### src/rtl/core/tgc_pkg.sv
// Package for the touch gesture classifier: payload structs, command and
// class codes, state struct and the magnitude helper. No dependencies.
package tgc_pkg;

  localparam int SWIPE_DELTA_DEFAULT = 10;

  localparam logic [2:0] CMD_SWIPE_BEGIN  = 3'd0;
  localparam logic [2:0] CMD_SWIPE_UPDATE = 3'd1;
  localparam logic [2:0] CMD_SWIPE_END    = 3'd2;
  localparam logic [2:0] CMD_PINCH_BEGIN  = 3'd3;
  localparam logic [2:0] CMD_PINCH_UPDATE = 3'd4;
  localparam logic [2:0] CMD_PINCH_END    = 3'd5;

  localparam logic [2:0] CLS_UNKNOWN   = 3'd0;
  localparam logic [2:0] CLS_UP        = 3'd1;
  localparam logic [2:0] CLS_DOWN      = 3'd2;
  localparam logic [2:0] CLS_LEFT      = 3'd3;
  localparam logic [2:0] CLS_RIGHT     = 3'd4;
  localparam logic [2:0] CLS_PINCH_IN  = 3'd5;
  localparam logic [2:0] CLS_PINCH_OUT = 3'd6;

  localparam logic KIND_SWIPE = 1'b0;
  localparam logic KIND_PINCH = 1'b1;

  localparam logic [15:0] SCALE_ONE    = 16'd256;
  localparam logic [14:0] THRESH_RESET = 15'(16 * SWIPE_DELTA_DEFAULT);

  typedef struct packed {
    logic [2:0]         command;
    logic signed [15:0] delta_x;
    logic signed [15:0] delta_y;
    logic [15:0]        scale;
    logic [3:0]         fingers;
    logic               cancelled;
  } tgc_in_t;

  typedef struct packed {
    logic       gesture_kind;
    logic [2:0] direction;
    logic [3:0] reported_fingers;
  } tgc_out_t;

  typedef struct packed {
    logic signed [15:0] largest_x;
    logic signed [15:0] largest_y;
    logic [2:0]         last_class;
  } tgc_state_t;

  // |v| of a 16-bit signed value; 17 bits so that -32768 fits
  function automatic logic [16:0] tgc_mag(input logic signed [15:0] v);
    logic [16:0] ext;
    ext = {v[15], v};
    return v[15] ? (~ext + 17'd1) : ext;
  endfunction

endpackage

### src/rtl/core/touch_gesture_classifier.sv
// Top level of the touch gesture classifier: input register, state, result
// register. Depends on tgc_pkg and tgc_classify.
//
//   channel  ports                          payload
//   input    in_valid, in_stall, in_item    tgc_in_t
//   result   out_valid, out_stall, out_item tgc_out_t
//   config   cfg_we, cfg_wdata              swipe_threshold, 15 bits
//
// One event per cycle while in_stall is low; a result passes the input register, then the result register.
// The state update is combinational between the input and result registers.
// Reset clears the maxima and the class, and sets the threshold to 10.0.
// A stalled result holds back only an end event that makes a result; others pass.
module touch_gesture_classifier (
  input  logic               clk,
  input  logic               rst_n,
  input  logic               in_valid,
  output logic               in_stall,
  input  tgc_pkg::tgc_in_t   in_item,
  output logic               out_valid,
  input  logic               out_stall,
  output tgc_pkg::tgc_out_t  out_item,
  input  logic               cfg_we,
  input  logic [14:0]        cfg_wdata
);
  import tgc_pkg::*;

  logic        p1_valid_r;
  tgc_in_t     p1_item_r;
  tgc_state_t  st_r, st_nxt;
  logic [14:0] thresh_r;
  logic        out_valid_r;
  tgc_out_t    out_item_r, result;
  logic        emit, out_free, p1_go;

  tgc_classify u_classify (
    .item      (p1_item_r),
    .cur       (st_r),
    .threshold (thresh_r),
    .nxt       (st_nxt),
    .emit      (emit),
    .result    (result)
  );

  assign out_free = !out_valid_r || !out_stall;
  assign p1_go    = p1_valid_r && (!emit || out_free);
  assign in_stall = p1_valid_r && !p1_go;

  always_ff @(posedge clk) begin
    if (!rst_n) begin
      thresh_r <= THRESH_RESET;
    end else if (cfg_we) begin
      thresh_r <= cfg_wdata;
    end
  end

  always_ff @(posedge clk) begin
    if (!rst_n) begin
      p1_valid_r <= 1'b0;
    end else if (!in_stall) begin
      p1_valid_r <= in_valid;
    end
  end

  always_ff @(posedge clk) begin
    if (in_valid && !in_stall) p1_item_r <= in_item;
  end

  always_ff @(posedge clk) begin
    if (!rst_n) begin
      st_r <= '{largest_x: '0, largest_y: '0, last_class: CLS_UNKNOWN};
    end else if (p1_go) begin
      st_r <= st_nxt;
    end
  end

  always_ff @(posedge clk) begin
    if (!rst_n) begin
      out_valid_r <= 1'b0;
    end else if (out_free) begin
      out_valid_r <= p1_go && emit;
    end
  end

  always_ff @(posedge clk) begin
    if (out_free && p1_go && emit) out_item_r <= result;
  end

  assign out_valid = out_valid_r;
  assign out_item  = out_item_r;

  a_stall_needs_item: assert property (@(posedge clk) disable iff (!rst_n)
    in_stall |-> p1_valid_r && emit && out_valid_r)
    else $error("input stalled without a blocked end event");

  a_end_clears: assert property (@(posedge clk) disable iff (!rst_n)
    p1_go && ((p1_item_r.command == CMD_SWIPE_END) || (p1_item_r.command == CMD_PINCH_END))
    |=> st_r.largest_x == 16'sd0 && st_r.largest_y == 16'sd0)
    else $error("end transfer did not clear the maxima");

  a_result_source: assert property (@(posedge clk) disable iff (!rst_n)
    $rose(out_valid_r) |-> $past(p1_valid_r) && $past(emit))
    else $error("result appeared without an end event");

  a_no_lost_result: assert property (@(posedge clk) disable iff (!rst_n)
    out_valid_r && out_stall |=> out_valid_r && $stable(out_item_r))
    else $error("stalled result dropped or changed");

endmodule

### src/rtl/core/tgc_classify.sv
// Combinational next-state and result logic for one gesture event.
// Depends on tgc_pkg.
module tgc_classify (
  input  tgc_pkg::tgc_in_t    item,
  input  tgc_pkg::tgc_state_t cur,
  input  logic [14:0]         threshold,
  output tgc_pkg::tgc_state_t nxt,
  output logic                emit,
  output tgc_pkg::tgc_out_t   result
);
  import tgc_pkg::*;

  logic signed [15:0] new_x, new_y;
  logic [16:0]        mag_x, mag_y, th_ext;
  logic [2:0]         swipe_cls, pinch_cls;
  logic               is_end;

  assign th_ext = {2'b00, threshold};

  always_comb begin
    new_x = (tgc_mag(cur.largest_x) < tgc_mag(item.delta_x)) ? item.delta_x : cur.largest_x;
    new_y = (tgc_mag(cur.largest_y) < tgc_mag(item.delta_y)) ? item.delta_y : cur.largest_y;
    mag_x = tgc_mag(new_x);
    mag_y = tgc_mag(new_y);
    swipe_cls = CLS_UNKNOWN;
    if (mag_y > mag_x) begin
      if (mag_y > th_ext) swipe_cls = new_y[15] ? CLS_UP : CLS_DOWN;
    end else if (mag_x > mag_y) begin
      if (mag_x > th_ext) swipe_cls = new_x[15] ? CLS_LEFT : CLS_RIGHT;
    end
  end

  always_comb begin
    if (item.scale > SCALE_ONE)      pinch_cls = CLS_PINCH_OUT;
    else if (item.scale < SCALE_ONE) pinch_cls = CLS_PINCH_IN;
    else                             pinch_cls = CLS_UNKNOWN;
  end

  assign is_end = (item.command == CMD_SWIPE_END) || (item.command == CMD_PINCH_END);

  always_comb begin
    nxt = cur;
    unique case (item.command)
      CMD_SWIPE_UPDATE: begin
        nxt.largest_x  = new_x;
        nxt.largest_y  = new_y;
        nxt.last_class = swipe_cls;
      end
      CMD_PINCH_UPDATE: begin
        nxt.last_class = pinch_cls;
      end
      CMD_SWIPE_END, CMD_PINCH_END: begin
        nxt.largest_x = '0;
        nxt.largest_y = '0;
      end
      default: begin
        nxt = cur;
      end
    endcase
  end

  assign emit                    = is_end && !item.cancelled;
  assign result.gesture_kind     = (item.command == CMD_PINCH_END) ? KIND_PINCH : KIND_SWIPE;
  assign result.direction        = cur.last_class;
  assign result.reported_fingers = item.fingers;

endmodule
### config.mk
export PLATFORM = sky130hd
export DESIGN_NAME = touch_gesture_classifier
export DESIGN_NICKNAME = d
export VERILOG_FILES = /design/src/rtl/core/tgc_pkg.sv /design/src/rtl/core/touch_gesture_classifier.sv /design/src/rtl/core/tgc_classify.sv
export SDC_FILE = /design/constraint.sdc
export NUM_CORES = 1
export LEC_CHECK = 0
export CAP_MARGIN = 20
export CORE_AREA = 5 5 111 191
export CTS_BUF_LIST = sky130_fd_sc_hd__clkbuf_16
export DETAILED_ROUTE_END_ITERATION = 16
export DIE_AREA = 0 0 116 196
export DONT_BUFFER_PORTS = 1
export SYNTH_ARGS = -nofsm -noshare
export SYNTH_HDL_FRONTEND = slang
export SYNTH_SLANG_ARGS = --single-unit
### constraint.sdc
create_clock -name clk -period 19.1 [get_ports clk]
set_input_delay 0.955 -clock clk [delete_from_list [all_inputs] [get_ports clk]]
set_output_delay 0.955 -clock clk [all_outputs]
set_load 0.005 [all_outputs]
==> key figures <==
Worst setup path
  – Critical Path Source: p1_item_r[39]
  – CP max-delay cell: edfxtp_1
  – CP required: 19.44 ns
  – Crit-path max cell delay: 0.51 ns
  – CP Capture Type: flop
  – Worst Reg-to-Reg Cells: 29
  – CP arrival: 7.51 ns
  – Crit path to: st_r[1]
  – R2r endpoint: st_r[1]
  – CP Class: flop to flop
  – Startpoint Class: flop
  – R2r setup slk: ~12 ns
  – Reg2Reg Launch Point: p1_item_r[39]
  – Crit path max fanout: 36

Routing
  – DRT antenna net count: 0
  – DRC viols: 0
  – Routed vias/inst: roughly 5.7
  – WL final: approximately 22000 um
  – Vias post-DR: between 6000 and 7000
  – Drt first-iter violations: ~210
  – Number of iterations in the first detailed-routing pass: 5
  – Routed len/inst: between 15 and 20 um

CTS
  – Post-CTS Resized: 0
  – Clock-pin slew on the worst setup and hold paths: 0.05 ns
  – Worst-skew pair later-pin latency: 0.42 ns
  – H-tree depth: 4
  – Longest Clk Path Bufs: 2
  – Num Clock Sinks: between 100 and 150
  – Hold buffer count at CTS: 0
  – Root Driver: clkbuf_16
  – Number of buffers created by CTS: 17
  – CTS tree: yes
  – Post-CTS setup buffer count: 0

Synth
  – Unique masters post-synth: 66
  – EDFF count, synth: 64
  – Top cells by area, synth: edfxtp_1 23%, ha_1 13%, dfxtp_1 13%
  – Top_reg_cell synth: edfxtp_1
  – Seq cells post-synth: between 100 and 150
  – Synth Cell Area: 8190 um2
  – Yosys top cell by area: edfxtp_1
  – Async set-reset flop share out of synthesis: 0%
  – Syn Area/Cell: between 9 and 10 um2
  – Ys Warns: 0
  – Share of the synthesized area in the top cell type: between 20% and 30%
  – Cells after Synth: between 800 and 900
  – Sequential area share after synthesis: ~36%

Global route
  – Met3 Resource Use GR: 3.06%
  – First-pass GRT wire length: between 30000 and 40000 um
  – Vias in the first global route: 6554
  – Initial antenna violation count: 0
  – Most crowded layer after global routing: met2
  – Global route overflow: 0
  – Met1 GRT Util: 18.5%
  – Largest net degree at the start of global routing: 57
  – Global Route Usage Sum: 19.5%
  – Grt met2 use: 38.8%

Timing
  – Tcrit/Tclk final: between 30% and 40%
  – Slew HR: 40.7%
  – Final Max Slew Viols: 0
  – Unrepaired setup endpoints after global routing: false
  – Final Hold Fails: 0
  – Minimum clock period: about 7.2 ns
  – Slew at the pin closest to its max-slew limit: roughly 0.86 ns
  – Fin Clk Skew: between 0.007 and 0.008 ns
  – Final setup fails: 0
  – Fin Setup TNS: 0 ns
  – FMAX: approximately 0.14 GHz

Cells and area
  – Share of post-route cells with drive strength above 1: between 6 and 7%
  – Commonest non-fill, non-tap cell in the layout: ha_1
  – Most frequent cells in the layout: 85 x ha_1, 65 x nand2_1, 64 x edfxtp_1
  – Fillers: roughly 2000
  – Nets: about 1000
  – P&R area growth vs syn: 10.2%
  – Number of antenna diodes: 0
  – Final design utilization: 46.1%

Power and ir drop
  – Pleak: between 3 and 4 nW
  – Power Dens Cells: around 82 nW/um2
  – Worst VDD drop: roughly 0.063 mV

Worst hold path
  – Hold WC Path Type: flop to flop
  – Hold depth: 0

Floorplan
  – Die height: 196 um
  – Die footprint: about 23000 um2
  – Initial core utilization: between 40% and 50%
  – Cell Rows: about 70
  – Core Footprint: slightly below 20000 um2
  – Die W: around 120 um
  – IO Pins: 86

Place
  – Detail Placement HPWL: 17000 um
  – Global placement routability congestion: approximately 0.89
  – IO Port Bufs: 0

Status
  – Status: finished, final reports clean

Run
  – Max cap viols: 0
==> worst max-delay path: cells and delay by family (launching register included) <==
kind                       cells  cell delay, ns
muxes                          1            0.29
DFF                            1            0.51
xor gates and xnor gates       2            0.51
buffers and inverters          2            0.46
adders and majority gates      3            0.95
and+or+nand+nor               12            2.38
AOI/OAI and AO/OA              9            1.98
==> routing by layer <==
layer | up-vias | routed length (um)
met5 | - | 0
met4 | 0 | 659
met3 | 45 | 474
met2 | 118 | 12900
met1 | 3010 | 7540
li1 | 3129 | -
==> layout make-up <==
class / instances / area [um2] / area share (%)
Sequential cell: 116 / 2960 / 32.8
Inverter: 45 / 169 / 1.87
Tap cell: 245 / 307 / 3.39
Clock buffer: 17 / 425 / 4.71
Clock inverter: 15 / 186 / 2.06
Multi-Input combinational cell: 668 / 4930 / 54.6
Timing Repair Buffer: 7 / 52.6 / 0.582
==> Yosys cell counts, types with 5 or more instances <==
cell type	n
and2_1	5
inv_1	44
nor2b_1	59
a211oi_1	12
xnor2_1	45
a31oi_1	7
ha_1	85
edfxtp_1	64
buf_2	6
nor3_1	21
nor4_1	6
nand4_1	11
a21boi_0	6
o21ai_0	40
nand2_1	65
xor2_1	29
a22oi_1	30
a21oi_1	33
mux2_2	7
nor2_1	46
o31ai_1	9
o21a_1	7
nor3b_1	6
o211ai_1	7
mux2i_1	43
nand2b_1	6
clkbuf_1	29
nand3_1	13
dfxtp_1	52
==> sequential cells by signal (all words and copies together), names as in the netlist <==
register and count:
out_item 8, out_valid 1, p1_item_r 56, p1_valid_r 1, st_r 35, thresh_r 15
==> power by group <==
part / internal [mW] / total [mW] / switching (mW)
logic: 0.0523 / 0.120 / 0.0679
clock network: 0.217 / 0.332 / 0.115
registers: 0.275 / 0.287 / 0.0119
==> through the flow <==
step	hold WS [ns]	instances	setup WS [ns]	cell area [um2]	power, mW
5_1_grt	0.434	1113	11.41	9030	0.774
3_5_place_dp	0.408	1081	11.98	8420	0.412
6_report	0.421	1113	11.93	9030	0.739
3_3_place_gp	0.401	1080	11.91	8410	0.410
4_1_cts	0.421	1113	11.94	9030	0.747
2_1_floorplan	0.400	867	12.70	8210	0.382
==> how the worst min path moves through the flow <==
stage,start,to,slack (ns)
global route,p1_item_r[2],out_item[1],0.43
CTS,p1_item_r[2],out_item[1],0.42
floorplan,p1_item_r[1],out_item[0],0.40
global placement,p1_item_r[2],out_item[1],0.40
finish,p1_item_r[2],out_item[1],0.42
detailed placement,p1_item_r[2],out_item[1],0.41
==> cells by family after synthesis <==
| group | count (synthesis) | share of synthesized area, % |
|---|---|---|
| AND/OR/NAND/NOR | 273 | 18.0 |
| AO/OA/AOI/OAI | 179 | 14.4 |
| flip-flops | 116 | 36.2 |
| adder cells (fa/ha/maj) | 85 | 13.0 |
| buffers and inverters | 83 | 3.99 |
| XOR/XNOR | 74 | 7.91 |
| multiplexers | 51 | 6.49 |
| other | 2 | 0.0917 |
Power figures use the tool's default switching activity.
